[src/hw/rtl/tss_pkg.sv]
package tss_pkg;

    localparam int TEMP_W   = 21;
    localparam int SUM_W    = 21;
    localparam int TENTHS_W = 14;
    localparam int WHOLE_W  = 10;

    localparam logic [7:0] SEG_BLANK = 8'h00;
    localparam logic [7:0] SEG_DASH  = 8'h40;
    localparam logic [7:0] SEG_POINT = 8'h80;

    localparam logic [1:0] STATUS_SHOWN      = 2'd0;
    localparam logic [1:0] STATUS_NO_READING = 2'd1;
    localparam logic [1:0] STATUS_TOO_WIDE   = 2'd2;

    typedef struct packed {
        logic tvalid;
        logic neg;
        logic too_wide;
    } t_flags;

    typedef struct packed {
        t_flags               flags;
        logic [WHOLE_W-1:0]   whole;
        logic [TENTHS_W-1:0]  tenths;
    } t_scaled;

    function automatic logic [7:0] glyph(input logic [3:0] digit);
        logic [7:0] seg;
        case (digit)
            4'd0: seg = 8'h3f;
            4'd1: seg = 8'h06;
            4'd2: seg = 8'h5b;
            4'd3: seg = 8'h4f;
            4'd4: seg = 8'h66;
            4'd5: seg = 8'h6d;
            4'd6: seg = 8'h7d;
            4'd7: seg = 8'h07;
            4'd8: seg = 8'h7f;
            4'd9: seg = 8'h6f;
            default: seg = SEG_BLANK;
        endcase
        return seg;
    endfunction

endpackage

[src/hw/rtl/tss_scale.sv]
module tss_scale (
    input  logic                          i_clk,
    input  logic                          i_rst_n,
    input  logic                          i_valid,
    input  logic signed [tss_pkg::TEMP_W-1:0] i_temp,
    input  logic                          i_temp_valid,
    output logic                          o_valid,
    output tss_pkg::t_scaled              o_data
);

    // x / 100 for x < 2^20: (x * ceil(2^27 / 100)) >> 27
    localparam logic [40:0] RECIP_100 = 41'd1342178;
    // t / 10 for t < 2^14: (t * ceil(2^17 / 10)) >> 17
    localparam logic [27:0] RECIP_10  = 28'd13108;

    // stage 1: magnitude plus rounding bias
    logic                         r_s1_valid;
    logic                         r_s1_tvalid;
    logic                         r_s1_below;
    logic [tss_pkg::SUM_W-1:0]    r_s1_sum;
    logic [tss_pkg::SUM_W-1:0]    n_s1_sum;
    logic [tss_pkg::TEMP_W-1:0]   w_raw;

    // stage 2: tenths and width check
    logic                         r_s2_valid;
    logic                         r_s2_tvalid;
    logic                         r_s2_below;
    logic                         r_s2_too_wide;
    logic [tss_pkg::TENTHS_W-1:0] r_s2_tenths;
    logic [40:0]                  w_prod100;
    logic                         n_s2_too_wide;

    // stage 3: whole degrees
    logic                         r_s3_valid;
    tss_pkg::t_scaled             r_s3_data;
    tss_pkg::t_scaled             n_s3_data;
    logic [27:0]                  w_prod10;

    always_comb begin
        w_raw    = i_temp;
        n_s1_sum = (w_raw[tss_pkg::TEMP_W-1] ? (~w_raw + 21'd1) : w_raw) + 21'd50;
    end

    always_comb begin
        w_prod100     = 41'(r_s1_sum[19:0]) * RECIP_100;
        n_s2_too_wide = (r_s1_sum >= 21'd1000000) || (r_s1_below && (r_s1_sum >= 21'd100000));
    end

    always_comb begin
        w_prod10                = 28'(r_s2_tenths) * RECIP_10;
        n_s3_data.flags.tvalid  = r_s2_tvalid;
        n_s3_data.flags.neg     = r_s2_below && (r_s2_tenths != '0);
        n_s3_data.flags.too_wide = r_s2_too_wide;
        n_s3_data.whole         = w_prod10[26:17];
        n_s3_data.tenths        = r_s2_tenths;
    end

    always_ff @(posedge i_clk) begin
        if (!i_rst_n) begin
            r_s1_valid <= 1'b0;
            r_s2_valid <= 1'b0;
            r_s3_valid <= 1'b0;
        end else begin
            r_s1_valid <= i_valid;
            r_s2_valid <= r_s1_valid;
            r_s3_valid <= r_s2_valid;
        end
    end

    always_ff @(posedge i_clk) begin
        r_s1_tvalid   <= i_temp_valid;
        r_s1_below    <= w_raw[tss_pkg::TEMP_W-1];
        r_s1_sum      <= n_s1_sum;
        r_s2_tvalid   <= r_s1_tvalid;
        r_s2_below    <= r_s1_below;
        r_s2_too_wide <= n_s2_too_wide;
        r_s2_tenths   <= w_prod100[40:27];
        r_s3_data     <= n_s3_data;
    end

    assign o_valid = r_s3_valid;
    assign o_data  = r_s3_data;

endmodule

[src/hw/rtl/temperature_to_seven_segment.sv]
// Temperature to seven-segment formatter for one four-cell display group.
// Input: pulse start with i_temp_millicelsius (signed, millidegrees) and
// i_temp_valid. A transfer happens at a clock edge where start is high and
// busy is low. busy is low whenever reset is released, so a new value may
// be sent every cycle.
// Output: o_strobe is high for one cycle with the four segment bytes
// (bit 7 = decimal point) and o_display_status (0 shown, 1 no reading,
// 2 too wide). Results come out in input order.
// Pipeline: seven register stages lie between the input transfer and the
// outputs (magnitude, divide by 100, divide by 10, hundreds, remainder,
// tens, cell formatting).
// Throughput: one value per cycle; every stage is a plain register stage.
// Reset: synchronous, active low; clears all stage valid bits, so no
// strobe follows reset until a new transfer. The receiver cannot stall:
// each result is valid for its strobe cycle only.
module temperature_to_seven_segment (
    input  logic                                  i_clk,
    input  logic                                  i_rst_n,
    input  logic                                  start,
    output logic                                  busy,
    input  logic signed [tss_pkg::TEMP_W-1:0]     i_temp_millicelsius,
    input  logic                                  i_temp_valid,
    output logic                                  o_strobe,
    output logic [7:0]                            o_cell_leftmost,
    output logic [7:0]                            o_cell_second,
    output logic [7:0]                            o_cell_third,
    output logic [7:0]                            o_cell_rightmost,
    output logic [1:0]                            o_display_status
);

    logic                          w_accept;
    logic                          w_sc_valid;
    tss_pkg::t_scaled              w_sc_data;

    // stage 4: tenths digit, hundreds digit
    logic                          r_s4_valid;
    tss_pkg::t_flags               r_s4_flags;
    logic [tss_pkg::WHOLE_W-1:0]   r_s4_whole;
    logic [3:0]                    r_s4_frac;
    logic [3:0]                    r_s4_hund;
    logic [tss_pkg::TENTHS_W-1:0]  w_whole10;
    logic [15:0]                   w_prod41;

    // stage 5: remainder below 100
    logic                          r_s5_valid;
    tss_pkg::t_flags               r_s5_flags;
    logic [3:0]                    r_s5_frac;
    logic [3:0]                    r_s5_hund;
    logic [6:0]                    r_s5_rem;
    logic [tss_pkg::WHOLE_W-1:0]   w_hund100;

    // stage 6: tens digit
    logic                          r_s6_valid;
    tss_pkg::t_flags               r_s6_flags;
    logic [3:0]                    r_s6_frac;
    logic [3:0]                    r_s6_hund;
    logic [6:0]                    r_s6_rem;
    logic [3:0]                    r_s6_tens;
    logic [14:0]                   w_prod205;

    // stage 7: cells
    logic [6:0]                    w_tens10;
    logic [3:0]                    w_ones;
    logic                          w_has3;
    logic                          w_has2;
    logic [7:0]                    n_cell0;
    logic [7:0]                    n_cell1;
    logic [7:0]                    n_cell2;
    logic [7:0]                    n_cell3;
    logic [1:0]                    n_status;
    logic                          r_strobe;
    logic [7:0]                    r_cell0;
    logic [7:0]                    r_cell1;
    logic [7:0]                    r_cell2;
    logic [7:0]                    r_cell3;
    logic [1:0]                    r_status;

    assign busy     = ~i_rst_n;
    assign w_accept = start && !busy;

    tss_scale u_scale (
        .i_clk        (i_clk),
        .i_rst_n      (i_rst_n),
        .i_valid      (w_accept),
        .i_temp       (i_temp_millicelsius),
        .i_temp_valid (i_temp_valid),
        .o_valid      (w_sc_valid),
        .o_data       (w_sc_data)
    );

    always_comb begin
        w_whole10 = 14'({w_sc_data.whole, 3'b000}) + 14'({w_sc_data.whole, 1'b0});
        w_prod41  = 16'(w_sc_data.whole) * 16'd41;
    end

    always_comb begin
        w_hund100 = 10'({r_s4_hund, 6'b0}) + 10'({r_s4_hund, 5'b0}) + 10'({r_s4_hund, 2'b0});
    end

    always_comb begin
        w_prod205 = 15'(r_s5_rem) * 15'd205;
    end

    always_comb begin
        w_tens10 = 7'({r_s6_tens, 3'b000}) + 7'({r_s6_tens, 1'b0});
        w_ones   = 4'(r_s6_rem - w_tens10);
        w_has3   = (r_s6_hund != 4'd0);
        w_has2   = w_has3 || (r_s6_tens != 4'd0);
        n_cell3  = tss_pkg::glyph(r_s6_frac);
        n_cell2  = tss_pkg::glyph(w_ones) | tss_pkg::SEG_POINT;
        if (w_has2) begin
            n_cell1 = tss_pkg::glyph(r_s6_tens);
        end else if (r_s6_flags.neg) begin
            n_cell1 = tss_pkg::SEG_DASH;
        end else begin
            n_cell1 = tss_pkg::SEG_BLANK;
        end
        if (w_has3) begin
            n_cell0 = tss_pkg::glyph(r_s6_hund);
        end else if (w_has2 && r_s6_flags.neg) begin
            n_cell0 = tss_pkg::SEG_DASH;
        end else begin
            n_cell0 = tss_pkg::SEG_BLANK;
        end
        n_status = tss_pkg::STATUS_SHOWN;
        if (!r_s6_flags.tvalid || r_s6_flags.too_wide) begin
            n_cell0  = tss_pkg::SEG_DASH;
            n_cell1  = tss_pkg::SEG_DASH;
            n_cell2  = tss_pkg::SEG_DASH;
            n_cell3  = tss_pkg::SEG_DASH;
            n_status = r_s6_flags.tvalid ? tss_pkg::STATUS_TOO_WIDE
                                         : tss_pkg::STATUS_NO_READING;
        end
    end

    always_ff @(posedge i_clk) begin
        if (!i_rst_n) begin
            r_s4_valid <= 1'b0;
            r_s5_valid <= 1'b0;
            r_s6_valid <= 1'b0;
            r_strobe   <= 1'b0;
        end else begin
            r_s4_valid <= w_sc_valid;
            r_s5_valid <= r_s4_valid;
            r_s6_valid <= r_s5_valid;
            r_strobe   <= r_s6_valid;
        end
    end

    always_ff @(posedge i_clk) begin
        r_s4_flags <= w_sc_data.flags;
        r_s4_whole <= w_sc_data.whole;
        r_s4_frac  <= 4'(w_sc_data.tenths - w_whole10);
        r_s4_hund  <= w_prod41[15:12];
        r_s5_flags <= r_s4_flags;
        r_s5_frac  <= r_s4_frac;
        r_s5_hund  <= r_s4_hund;
        r_s5_rem   <= 7'(r_s4_whole - w_hund100);
        r_s6_flags <= r_s5_flags;
        r_s6_frac  <= r_s5_frac;
        r_s6_hund  <= r_s5_hund;
        r_s6_rem   <= r_s5_rem;
        r_s6_tens  <= w_prod205[14:11];
        r_cell0    <= n_cell0;
        r_cell1    <= n_cell1;
        r_cell2    <= n_cell2;
        r_cell3    <= n_cell3;
        r_status   <= n_status;
    end

    assign o_strobe         = r_strobe;
    assign o_cell_leftmost  = r_cell0;
    assign o_cell_second    = r_cell1;
    assign o_cell_third     = r_cell2;
    assign o_cell_rightmost = r_cell3;
    assign o_display_status = r_status;

    a_transfer_gives_result: assert property (@(posedge i_clk) disable iff (!i_rst_n)
        w_accept |-> ##7 o_strobe)
        else $error("transfer without result");

    a_no_reading_status: assert property (@(posedge i_clk) disable iff (!i_rst_n)
        (w_accept && !i_temp_valid) |->
            ##7 (o_strobe && o_display_status == tss_pkg::STATUS_NO_READING))
        else $error("missing reading not flagged");

    a_dashes_on_error: assert property (@(posedge i_clk) disable iff (!i_rst_n)
        (o_strobe && o_display_status != tss_pkg::STATUS_SHOWN) |->
            (o_cell_leftmost == tss_pkg::SEG_DASH && o_cell_second == tss_pkg::SEG_DASH &&
             o_cell_third == tss_pkg::SEG_DASH && o_cell_rightmost == tss_pkg::SEG_DASH))
        else $error("error result not all dashes");

    a_point_position: assert property (@(posedge i_clk) disable iff (!i_rst_n)
        (o_strobe && o_display_status == tss_pkg::STATUS_SHOWN) |->
            (o_cell_third[7] && !o_cell_rightmost[7] && !o_cell_second[7] &&
             !o_cell_leftmost[7]))
        else $error("decimal point misplaced");

endmodule
[config.mk]
export PLATFORM = sky130hd
export DESIGN_NAME = temperature_to_seven_segment
export DESIGN_NICKNAME = d
export VERILOG_FILES = /design/src/hw/rtl/tss_pkg.sv /design/src/hw/rtl/tss_scale.sv /design/src/hw/rtl/temperature_to_seven_segment.sv
export SDC_FILE = /design/constraint.sdc
export NUM_CORES = 1
export LEC_CHECK = 0
export BUFFER_PORTS_ARGS = -buffer_cell sky130_fd_sc_hd__buf_2
export CAP_MARGIN = 25
export CORE_ASPECT_RATIO = 1.75
export CORE_MARGIN = 4
export CORE_UTILIZATION = 59
export CTS_CLUSTER_SIZE = 25
export DETAILED_ROUTE_END_ITERATION = 10
export PLACE_DENSITY_LB_ADDON = 0.15
export SLEW_MARGIN = 20
export SYNTH_ARGS = -nofsm -noshare
export SYNTH_HDL_FRONTEND = slang
export SYNTH_SLANG_ARGS = --single-unit
[constraint.sdc]
create_clock -name i_clk -period 6.3 [get_ports i_clk]
set_input_delay 0.315 -clock i_clk [delete_from_list [all_inputs] [get_ports i_clk]]
set_output_delay 0.315 -clock i_clk [all_outputs]
set_load 0.01 [all_outputs]
### Yosys cells after proc, flatten, opt, wreduce, memory -nomap -nowiden

Memories as Yosys holds them, arrays and structs flattened. A register that Yosys moved wholly into a read port is not among the register bits.
Index checks and enable logic that the tools add are counted.

* flip-flop bits (word level): 153
* bits in read-only memories: 448
* input bits: 25
* output and inout port bits: 36
* word-level logic and storage cells: 83
* memories: 4

* add/sub/neg operators: 9
* multiply operators: 4
* $lt $le $gt $ge: 2
* multiplexer cells: 7
* bitwise gates (word level): 2
* reductions and logical operators: 11

Memories
* (no name shown): depth 16, width 7, read ports 1, clocked after Yosys merged registers in 1, wr ports 0, line tss_pkg.sv:30 `case (digit)`
* (no name shown): depth 16, width 7, read ports 1, clocked after Yosys merged registers in 0, wr ports 0, line tss_pkg.sv:30
* (no name shown): depth 16, width 7, read ports 1, clocked after Yosys merged registers in 1, wr ports 0, line tss_pkg.sv:30
* (no name shown): depth 16, width 7, read ports 1, clocked after Yosys merged registers in 1, wr ports 0, line tss_pkg.sv:30

Operator list (number)
* multiplier 20 x 20 -> 40 bit, second input constant: 1
* multiplier 14 x 12 -> 25 bit, second input constant: 1
* two-way mux 8 bit: 3
* adder 21 x 1 -> 21 bit, second input constant: 1
* adder 21 x 6 -> 21 bit, second input constant: 1
* greater-or-equal comparator 21 x 17 -> 1 bit, second input constant: 1
* greater-or-equal comparator 21 x 20 -> 1 bit, second input constant: 1
* two-way mux 21 bit: 1
* inverter 21 bit: 1
* multiplier 10 x 6 -> 16 bit, second input constant: 1
* multiplier 7 x 8 -> 15 bit, second input constant: 1
* two-way mux 7 bit: 2
* nonzero test 14 bit: 1
* adder 4 bit: 2
* nonzero test 4 bit: 2
* subtractor 4 bit: 2
* adder 7 x 6 -> 7 bit: 1
* adder 7 bit: 1
* subtractor 7 bit: 1
* logical AND 1 bit: 4
* logical OR 1 bit: 3
* two-way mux 2 bit: 1
* logical NOT 1 bit: 1
* inverter 1 bit: 1

### Longest topological paths before layout

* word-level depth: 5
* mapped depth: 24
* depth with buffers taken out: 24

### Cells and area by module

A second synthesis with hierarchy kept.

* cells, all modules: 1809
* area total of the unflattened synthesis: 18276.3 um^2

Modules (own cells, without submodules)
* tss_scale: instances 1, cells each 1295, area an instance 12988.7 um^2, seq. area each 1401.3 um^2
* temperature_to_seven_segment: instances 1, cells each 514, area an instance 5287.6 um^2, seq. area each 2082.0 um^2

### Least setup slack after synthesis

Ideal clock, no wire load.

* kind: flip-flop to flip-flop
* start: register u_scale.r_s1_sum[14] (netlist name)
* end: register u_scale.r_s2_tenths[13] (netlist name)
* library setup time: 0.140 ns
* arrival: 6.066 ns
* data required time: 6.160 ns
* path slack: 0.094 ns
* stages on the path, launching flop included: 23
* path buffers: 0
* period minus slack after synthesis: 6.206 ns
* path through: dfxtp_1 > inv_1 > ha_1 > inv_1 > fa_1 > fa_1 > inv_1 > fa_1 > fa_1 > fa_1 > inv_1 > fa_1 > inv_1 > ha_1 > nand4_1 > nor3_1 > o21ai_0 > nand2_1 > o41ai_1 > o31ai_1 > and2_1 > o41ai_1 > a311oi_1

* cells in the longest elaborated chain, start to end: 1

Ends and longest elaborated chain
* start, declared: line tss_scale.sv:20 `logic [tss_pkg::SUM_W-1:0] r_s1_sum;`
* start signal, assigned: line tss_scale.sv:73 `r_s1_sum <= n_s1_sum;`
* multiplier 20 x 20 -> 40 bit: line tss_scale.sv:45 `w_prod100 = 41'(r_s1_sum[19:0]) * RECIP_100;`
* via u_scale.w_prod100[40]: line tss_scale.sv:30 `logic [40:0] w_prod100;`
* end signal, assigned: line tss_scale.sv:77 `r_s2_tenths <= w_prod100[40:27];`
* end, declared: line tss_scale.sv:29 `logic [tss_pkg::TENTHS_W-1:0] r_s2_tenths;`

The timed path passes the listed nets, and every way through them passes these cells.
A chain may end at the register's enable or synchronous reset.

### Worst setup path after layout

* start: register u_scale.r_s1_sum[9] (netlist name)
* end: register u_scale.r_s2_tenths[13] (netlist name)

Same word-level chain as after synthesis.

==> metrics.csv <==
stage;metric;value;unit
worst_setup_path;startpoint_type;flip-flop;
worst_setup_path;crit_path_end_kind;flip-flop;
flow_run;max_cap_viol_count;0;
sta;fmax;0.1637;GHz
logic_synthesis;synth_top_family_by_area;adder cells;
min_path;min_path_cells;1;
min_path;whs_endpoint;u_scale.r_s1_sum[0];
clocking;clock_latency;0.45;ns
global_routing;grt_overflow;0;
logic_synthesis;syn_inst;1787;
logic_synthesis;syn_area;0.01792;mm^2
global_routing;antenna_found_initial;0;
clocking;root_buffer;clkbuf_16;
floorplanning;row_count;84;
sta;fin_ws;0.1899;ns
sta;slew_viol_final;0;
sta;fin_crit_sh;0.9699;
placed_design;gp_congestion;0.9041;
logic_synthesis;synth-edff-count;0;
detailed_routing;drtIter0Drc;286;
detailed_routing;vias;11920;
floorplanning;fp.dieH;238.6;um
sta;hold_viol_final;0;
placed_design;port_buffers;57;
worst_setup_path;r2r_cells;21;
detailed_routing;postRouteAntennaNets;0;
logic_synthesis;synth_xor_area_frac;0.04349;
worst_setup_path;worst_ep_arrival_time;6.43;ns
clocking;cts.htree.levels;4;
layout;n_antenna_cell;0;
logic_synthesis;ys_seq_elements;164;
clocking;cts_tree;done;
clocking;cts.sinks;164;
layout;utilization;0.6520;
clocking;cts_buffers;17;
global_routing;grt_max_degree;26;
min_path;hp-start;i_temp_millicelsius[0];
min_path;hold_path_class;input pin to flip-flop;
sta;tightest_slew;0.7669;ns
worst_setup_path;crit_type;flip-flop to flip-flop;
logic_synthesis;ys_seq_area_frac;0.1832;
worst_setup_path;cp_max_fo;6;
logic_synthesis;muxShareOfSynthArea;0.001117;
clocking;clock_path_buffers;2;
placed_design;dp_slack;0.06460;ns
logic_synthesis;synth_compound_area_frac;0.06702;
detailed_routing;first_pass_iters;5;
clocking;clk_pin_slew_worst_paths;0.07;ns
sta;finalCriticalPeriod;6.110;ns
worst_setup_path;worstReg2RegStart;u_scale.r_s1_sum[9];
global_routing;grt_pass1_wl;63140;um
logic_synthesis;async_flop_share;0;
floorplanning;die_w;139.8;um
sta;slew_headroom;0.4834;
detailed_routing;viasPerCell;5.206;
logic_synthesis;synthSimpleGateAreaFrac;0.06485;
detailed_routing;routedWlPerCell;16.72;um
sta;hold_slack;0.02867;ns
placed_design;post-dp-hpwl;34190;um
logic_synthesis;yosys_warnings;0;
worst_setup_path;r2r-end;u_scale.r_s2_tenths[13];
detailed_routing;routed_wl;38280;um
logic_synthesis;synth_ff_type;dfxtp_1;
layout;finish.net_count;2567;
logic_synthesis;syn_area_per_cell;10.03;um^2
layout;syn_to_final_growth;9.347;%
floorplanning;core;0.03006;mm^2
floorplanning;initial_core_util;0.5963;
worst_setup_path;crit_required;6.62;ns
sta;setup_viol;0;
run_status;outcome;completed;
layout;drive_gt1_frac;0.08565;
global_routing;grt_pass1_vias;13130;
logic_synthesis;yosys.cell_types.count;64;
detailed_routing;drc;0;
floorplanning;die_area;0.03334;mm^2
layout;fillers;2532;
logic_synthesis;synth_adder_area_share;0.5406;
worst_setup_path;r2r_setup_slack;0.19;ns
global_routing;track_usage;0.2432;
floorplanning;ios;61;
sta;skew;0.01010;ns
[critical path, cell delays in order, from the launching register on]
cell and delay [ns]:
dfxtp_1 0.35, buf_4 0.16, buf_4 0.17, fa_1 0.49
ha_1 0.32, fa_1 0.49, fa_1 0.54, fa_1 0.52
fa_1 0.49, ha_1 0.31, ha_1 0.36, a21oi_1 0.18
o21ai_0 0.10, a21oi_1 0.15, nand2_1 0.11, o41ai_2 0.32
buf_4 0.21, o31ai_2 0.07, buf_4 0.15, and2_4 0.14
o41ai_2 0.26, a311oi_1 0.07
[layer usage]
layer | share of wire | routed length [um] | GRT usage
met5 | 0 | 0 | 0
met3 | 0.020 | 747 | 0.03223
met1 | 0.32 | 12080 | 0.2114
met2 | 0.60 | 23130 | 0.5110
met4 | 0.061 | 2328 | 0.1352
[cell type report]
class                           count  area, um^2  share of cell area
Multi-Input combinational cell   1155       12930              0.6600
Sequential cell                   164        3288              0.1678
Inverter                          454        1704             0.08695
Timing Repair Buffer               98       595.6             0.03039
Tap cell                          387       484.2             0.02471
Clock buffer                       20       456.7             0.02330
Clock inverter                     12       135.1            0.006895
[through the flow]
stage               instance area, um^2    TNS, ns  cells
finish                            19600          0   2290
global placement                  18910          0   2255
CTS                               19510          0   2288
floorplan                         17930          0   1789
detailed placement                18910          0   2255
global route                      19600  -0.001480   2290
[cells in the mapped netlist (3+ instances only)]
master | count | area, um^2
o31ai_1 | 6 | 45.04
inv_1 | 452 | 1697
nor4_1 | 7 | 43.79
clkbuf_1 | 10 | 37.54
fa_1 | 204 | 4084
buf_4 | 3 | 22.52
o22ai_1 | 8 | 50.05
a211oi_1 | 3 | 22.52
nor2b_1 | 9 | 56.30
o211ai_1 | 4 | 30.03
and3_1 | 10 | 62.56
nand2b_1 | 16 | 100.1
nand3_1 | 13 | 65.06
ha_1 | 448 | 5605
a22oi_1 | 3 | 22.52
o21a_1 | 10 | 75.07
nor3_1 | 22 | 110.1
or2_2 | 4 | 25.02
a21oi_1 | 55 | 275.3
nor3b_1 | 3 | 22.52
a21o_1 | 19 | 142.6
a221oi_1 | 3 | 26.28
or3_1 | 4 | 25.02
a31oi_1 | 7 | 43.79
nor2_1 | 47 | 176.4
nand2_1 | 49 | 183.9
xnor2_1 | 53 | 464.2
and2_1 | 18 | 112.6
a21boi_0 | 4 | 30.03
o21ai_0 | 38 | 190.2
o41ai_1 | 4 | 35.03
dfxtp_1 | 164 | 3283
xor2_1 | 36 | 315.3
nand4_1 | 11 | 68.82
or4_1 | 3 | 22.52
[sequential cells by signal, indices dropped and copies added (netlist names), 7 cells and up, named ones only]
register / count
o_cell_third: 8
o_cell_leftmost: 7
r_s4_whole: 7
o_cell_second: 7
o_cell_rightmost: 7
r_s5_rem: 7
u_scale.r_s2_tenths: 14
u_scale.r_s1_sum: 21
u_scale.o_data: 17
[timing repair]
action | 4_1_cts | 5_1_grt
hold endpoints to repair | 1 | 0
buffers inserted | 0 | 2
resized for setup | 0 | 20
hold buffers | 1 | 0
setup endpoints to repair | 0 | 7
[how the worst max path moves through the flow]
stage	start	endpoint	slack, ns	cells after the start
3_3_place_gp	u_scale.r_s1_sum[12]	u_scale.r_s2_tenths[13]	0.11	25
3_5_place_dp	u_scale.r_s1_sum[12]	u_scale.r_s2_tenths[13]	0.06	24
4_1_cts	u_scale.r_s1_sum[12]	u_scale.r_s2_tenths[13]	0.04	24
5_1_grt	u_scale.r_s1_sum[6]	u_scale.r_s2_tenths[13]	-0.001	25
2_1_floorplan	u_scale.r_s1_sum[14]	u_scale.r_s2_tenths[13]	0.09	22
6_report	u_scale.r_s1_sum[9]	u_scale.r_s2_tenths[13]	0.19	21
[cell families after synthesis]
logic type,after synthesis
adders and majority gates,652
buffers and inverters,470
and+or+nand+nor,224
AOI/OAI and AO/OA,185
DFF,164
xor gates and xnor gates,89
muxes,2
other,1
[placed cells by master (no fill, tap or decap), types with 40 or more instances in the layout]
cell and count:
inv_1 451, ha_1 446, fa_1 200, dfxtp_1 160, buf_2 57, a21oi_1 54, xnor2_1 53, nand2_1 49
nor2_1 47, buf_4 40
Power is left out: the tool's default activity adds up to more than one toggle a clock period on the data nets, which glitch-free logic cannot reach.
